[config.mk]
export PLATFORM = sky130hd
export DESIGN_NAME = wsdr_step
export DESIGN_NICKNAME = d
export VERILOG_FILES = /design/src/design/wsdr_pkg.sv /design/src/design/wsdr_step.sv
export SDC_FILE = /design/constraint.sdc
export NUM_CORES = 1
export LEC_CHECK = 0
export BUFFER_PORTS_ARGS = -buffer_cell sky130_fd_sc_hd__buf_2
export CAP_MARGIN = 40
export CORE_AREA = 2 2 302 304
export CTS_CLUSTER_DIAMETER = 200
export CTS_CLUSTER_SIZE = 28
export DETAILED_ROUTE_END_ITERATION = 6
export DIE_AREA = 0 0 304 306
export GPL_ROUTABILITY_DRIVEN = 0
export SETUP_SLACK_MARGIN = 0.4
export SLEW_MARGIN = 30
export SYNTH_ARGS = -nofsm -noshare
export SYNTH_HDL_FRONTEND = slang
export SYNTH_SLANG_ARGS = --single-unit
export TNS_END_PERCENT = 100
[constraint.sdc]
create_clock -name clk -period 0.8 [get_ports clk]
set_input_delay 0.12 -clock clk [delete_from_list [all_inputs] [get_ports clk]]
set_output_delay 0.12 -clock clk [all_outputs]
set_load 0.05 [all_outputs]
[src/design/wsdr_pkg.sv]
package wsdr_pkg;

	localparam int LIMB_COUNT = 8;
	localparam int LIMB_BITS  = 16;
	localparam int W          = LIMB_BITS * LIMB_COUNT;

	typedef enum logic [1:0] {
		ST_OK   = 2'd0,
		ST_ZERO = 2'd1,
		ST_NEG  = 2'd2
	} status_t;

	// control that travels with each word down the pipe
	typedef struct packed {
		logic    valid;
		logic    neg;
		status_t status;
	} ctl_t;

endpackage

[src/design/wsdr_step.sv]
module wsdr_step (
	input  logic                    clk,
	input  logic                    arst_n,
	input  wsdr_pkg::ctl_t          ctl_in,
	input  logic [wsdr_pkg::W-1:0]  rem_in,
	input  logic [wsdr_pkg::W-1:0]  quo_in,
	input  logic [wsdr_pkg::W-1:0]  dvs_in,
	output wsdr_pkg::ctl_t          ctl_out,
	output logic [wsdr_pkg::W-1:0]  rem_out,
	output logic [wsdr_pkg::W-1:0]  quo_out,
	output logic [wsdr_pkg::W-1:0]  dvs_out
);

	logic [wsdr_pkg::W-1:0] shifted;
	logic [wsdr_pkg::W:0]   diff;
	wsdr_pkg::ctl_t         ctl_s1;
	logic [wsdr_pkg::W-1:0] rem_s1;
	logic [wsdr_pkg::W-1:0] quo_s1;
	logic [wsdr_pkg::W-1:0] dvs_s1;

	// bring in next dividend bit, trial subtract
	assign shifted = {rem_in[wsdr_pkg::W-2:0], quo_in[wsdr_pkg::W-1]};
	assign diff    = {1'b0, shifted} - {1'b0, dvs_in};

	always_ff @(posedge clk or negedge arst_n) begin
		if (!arst_n) begin
			ctl_s1 <= '0;
		end else begin
			ctl_s1 <= ctl_in;
		end
	end

	always_ff @(posedge clk) begin
		dvs_s1 <= dvs_in;
		if (!diff[wsdr_pkg::W]) begin
			rem_s1 <= diff[wsdr_pkg::W-1:0];
			quo_s1 <= {quo_in[wsdr_pkg::W-2:0], 1'b1};
		end else begin
			rem_s1 <= shifted;
			quo_s1 <= {quo_in[wsdr_pkg::W-2:0], 1'b0};
		end
	end

	assign ctl_out = ctl_s1;
	assign rem_out = rem_s1;
	assign quo_out = quo_s1;
	assign dvs_out = dvs_s1;

endmodule

After elaboration in Yosys (flattened, before gate mapping)
Index checks and enable logic that the tools add are counted.

operators by class
  add/subtract/negate cells = 1
  multiplexer cells = 2

operator list
  cell                             number
  subtractor 128 x 128 -> 129 bit  1
  2-to-1 mux 128 bit               1
  2-to-1 mux 1 bit                 1

storage, ports and cells
  register bits = 388
  bits of input ports = 390
  output and inout port bits = 388
  logic and storage cells = 9

Longest topological paths before layout
  word-level depth = 2
  depth in mapped cells = 19
  mapped depth without buffers = 16

Worst setup path after synthesis
No wires, ideal clock.

  kind = input port to flip-flop
  start = input quo_in[127] (netlist name)
  end = register rem_s1 (netlist bit rem_out[127])
  library setup time = 62 ps
  arrival = 3,370 ps
  required time = 738 ps
  slack = -2,632 ps
  cell stages on the path = 17
  buffers on the path = 2
  path through = inv_1 ha_1 fa_1 nand2b_1 a21oi_1 o21ai_1 a21oi_2 a21oi_2 o221ai_4 a41oi_4 nor3_2 nor4_1 or3_4 buf_6 buf_6 or4_1 nand3_1

on the way
  longest elaborated chain between the ends = 2

RTL lines
  what                             RTL line         text
  start, declared                  wsdr_step.sv:6   input logic [wsdr_pkg::W-1:0] quo_in,
  subtractor 128 x 128 -> 129 bit  wsdr_step.sv:23  assign diff = {1'b0, shifted} - {1'b0, dvs_in};
  2-to-1 mux 128 bit               wsdr_step.sv:35  if (!diff[wsdr_pkg::W]) begin
  end signal, assigned             wsdr_step.sv:36  rem_s1 <= diff[wsdr_pkg::W-1:0];
  end signal, assigned             wsdr_step.sv:39  rem_s1 <= shifted;
  end, declared                    wsdr_step.sv:17  logic [wsdr_pkg::W-1:0] rem_s1;

No other way between the ends.

Final worst setup path
  start = input quo_in[127] (netlist name)
  end = register rem_s1 (netlist bit rem_out[122])

Same word-level chain as after synthesis.

==> impl_metrics.env <==
export IMPL_clkPwrFrac=0.164
export IMPL_grt_max_degree=32
export IMPL_synth_area_leaders="dfxtp_1, ha_1, a21oi_1, nand2_1, o21ai_0"
export IMPL_dieWidth_um=304
export IMPL_drive_above_1_share=0.567
export IMPL_num_io_pins=778
export IMPL_hold_path_depth=1
export IMPL_rsz0062_at_grt="yes"
export IMPL_seq_area_frac_synth=0.425
export IMPL_critPathBufInv=4
export IMPL_clkTransAtPathRegs_ns=0.13
export IMPL_clkSinkCount=388
export IMPL_grt_antenna_before_repair=26
export IMPL_synth_nets=2692
export IMPL_max_slew_worst_pin_slew_ns=0.570
export IMPL_layout_setup_ws_ns=-2.24
export IMPL_yosysTopAreaCell="dfxtp_1"
export IMPL_worst_path_max_fanout=3
export IMPL_dpl_worst_slack_ns=-3.17
export IMPL_hold_end="dvs_out[0]"
export IMPL_die_h_um=306
export IMPL_yosys_register_bits=388
export IMPL_h_tree_depth=1
export IMPL_cts_hold_buffers=327
export IMPL_instances_no_fill=5134
export IMPL_gr_total_overflow=0
export IMPL_syn_area_um2=18300
export IMPL_synth_cell_types=74
export IMPL_grt_pass1_wl_mm=148
export IMPL_yosys_area_top_type_share=0.419
export IMPL_critical_path_class="input pin to register"
export IMPL_crit_required_ns=1.30
export IMPL_slowest_stage="a2111o_1"
export IMPL_routed_wl_mm=106
export IMPL_cts_root_buf="clkbuf_16"
export IMPL_syn_area_per_cell_um2=8.44
export IMPL_port_buffers=776
export IMPL_fin_crit_sh=3.80
export IMPL_critPathMaxStageDelay_ns=0.45
export IMPL_period_needed_ns=3.04
export IMPL_drt_iter0_drc=1093
export IMPL_viasPerCell=4.44
export IMPL_hp_start="dvs_in[0]"
export IMPL_initial_core_util=0.205
export IMPL_power_switching_mw=26.6
export IMPL_vdd_drop_max_v=0.00206
export IMPL_syn2layout_area_growth_pct=120
export IMPL_maxCapViolations=0
export IMPL_cp_end_kind="register"
export IMPL_wl_per_cell_um=20.6
export IMPL_startpoint_type="input pin"
export IMPL_cts_buffer_depth=3
export IMPL_violations="antenna violations, negative hold slack, negative setup slack"
export IMPL_switching_share=0.389
export IMPL_synth_edff_count=0
export IMPL_place_inst=4698
export IMPL_cts_tree="done"
export IMPL_yosysWarnings=0
export IMPL_synth_ff_type="dfxtp_1"
export IMPL_crit_chain="buf_12 > inv_12 > ha_4 > fa_2 > nand2b_4 > a21oi_4 > o21ai_4 > a31o_4 > a2111o_1 > a211o_4 > a2111oi_4 > buf_4 > o21a_1 > buf_6 > a21o_1 > a21oi_2 > xnor2_1 > mux2_4"
export IMPL_remaining_drc_errors=0
export IMPL_final_area_um2=40400
export IMPL_fp_coreArea_um2=89600
export IMPL_track_usage=0.211
export IMPL_crit_family="compound AO/OA/AOI/OAI gates"
export IMPL_die_area_um2=93000
export IMPL_setup_violations_final=517
export IMPL_drtPass1Iterations=5
export IMPL_status="finished with violations"
export IMPL_maxSlewHeadroom=0.617
export IMPL_seq_power_share=0.333
export IMPL_cts_made_buffers=17
export IMPL_syn_inst=2173
export IMPL_hold_worst_slack_ns=-0.344
export IMPL_max_freq_ghz=0.329
export IMPL_intPower_mw=41.7
export IMPL_place_area_um2=30400
export IMPL_final_nets=4455
export IMPL_p_per_area_nw_per_um2=1690
export IMPL_leakage_nw=18.8
export IMPL_comb_power_share=0.503
export IMPL_finalPower_mw=68.4
export IMPL_slew_violations=0
export IMPL_hold_viol=68
export IMPL_first_global_vias=23800
export IMPL_postRouteAntennaNets=1
export IMPL_dr_total_vias=22800
export IMPL_holdCritPathClass="input pin to register"
export IMPL_async_reset_ff_frac=0.0103
export IMPL_dp_final_hpwl_mm=80.3
export IMPL_rows=110
export IMPL_crit_arrival_ns=3.54
-- stage by stage --
stage	utilization	hold slack (ns)	setup TNS (ns)
6_report	0.450	-0.344	-431.25
5_1_grt	0.450	-0.371	-455.50
4_1_cts	0.429	-0.376	-446.48
3_5_place_dp	0.339	-0.0734	-362.84
3_3_place_gp	0.339	-0.0752	-355.20
2_1_floorplan	-	-0.176	-271.52
-- how the worst max path moves through the flow --
stage | end | slack (ns) | from | cells after the start
final | rem_out[122] | -2.24 | quo_in[127] | 18
after global routing | rem_out[122] | -2.33 | quo_in[127] | 18
after CTS | rem_out[119] | -2.23 | quo_in[127] | 20
after detailed placement | rem_out[127] | -3.17 | dvs_in[20] | 16
after global placement | rem_out[127] | -3.05 | dvs_in[22] | 16
after floorplan | rem_out[122] | -2.37 | quo_in[127] | 15
-- layout make-up --
type                            instances  area (um^2)
Inverter                              179          713
Timing Repair Buffer                 1842        17700
Tap cell                             1176         1470
Antenna cell                           12         30.0
Fill cell                            8157        49200
Multi-Input combinational cell       1508        11200
Clock buffer                           28          488
Sequential cell                       388         8740
Clock inverter                          1         8.76
-- synth_stat cells, drive strengths merged (45+ instances only) --
master,number
a21o,75
dfxtp,384
xnor2,73
inv,179
nand2,272
o21ai,220
ha,128
nor2,113
a21oi,208
clkbuf,80
nand4,75
xor2,45
-- cells in the final DEF, fill, tap and decap left out, types with 9 or more instances in the layout --
cell	count
a211o_1	10
a21boi_0	12
a21o_1	75
a21oi_1	173
a21oi_2	27
buf_12	93
buf_2	381
buf_4	668
buf_6	42
buf_8	310
clkbuf_1	10
clkbuf_16	31
dfxtp_2	192
dfxtp_4	191
diode_2	12
dlygate4sd3_1	325
ha_1	111
ha_4	15
inv_1	175
nand2_1	161
nand2_2	60
nand2_4	51
nand2b_1	17
nand3_1	18
nand4_1	75
nor2_1	112
nor2b_1	13
nor3_1	24
o211ai_1	9
o21a_1	19
o21ai_0	76
o21ai_1	71
o21ai_2	67
o21bai_1	43
or2_2	10
xnor2_1	67
xor2_1	44
-- kinds of logic after synthesis --
| group | count (synthesis) | synth area share |
|---|---|---|
| flip-flops | 388 | 0.425 |
| multiplexers | 4 | 0.00239 |
| adder cells (fa/ha/maj) | 129 | 0.0884 |
| buffers and inverters | 277 | 0.0586 |
| AO/OA/AOI/OAI | 667 | 0.222 |
| AND/OR/NAND/NOR | 590 | 0.147 |
| XOR/XNOR | 118 | 0.0563 |
-- flip-flops by register name, indices dropped and copies added (netlist names) --
register and cells:
rem_out 128, quo_out 128, ctl_out 4, dvs_out 128
-- timing repair --
action,CTS,global route
cloned,6,17
pin swaps,48,79
resized for setup,1251,348
endpoints found under the hold margin,391,68
setup endpoints to repair,517,520
buffers inserted,25,20
-- power groups by stage --
stage / clock [mW] / combinational, mW / sequential, mW
2_1_floorplan: 0 / 7.66 / 28.8
3_3_place_gp: 0 / 26.2 / 22.2
3_5_place_dp: 0 / 26.3 / 22.2
4_1_cts: 11.7 / 31.5 / 22.7
5_1_grt: 12.2 / 36.1 / 22.9
6_report: 11.2 / 34.4 / 22.8
-- metal layers --
| layer | vias to the layer above | global-route usage | share of wire |
|---|---|---|---|
| met2 | 758 | 0.414 | 0.54 |
| met4 | 12 | 0.0799 | 0.043 |
| met3 | 197 | 0.0379 | 0.050 |
| li1 | 11000 | - | - |
| met1 | 10800 | 0.222 | 0.36 |
| met5 | - | 0 | 0.00079 |
(Power assumes the default switching activity.)
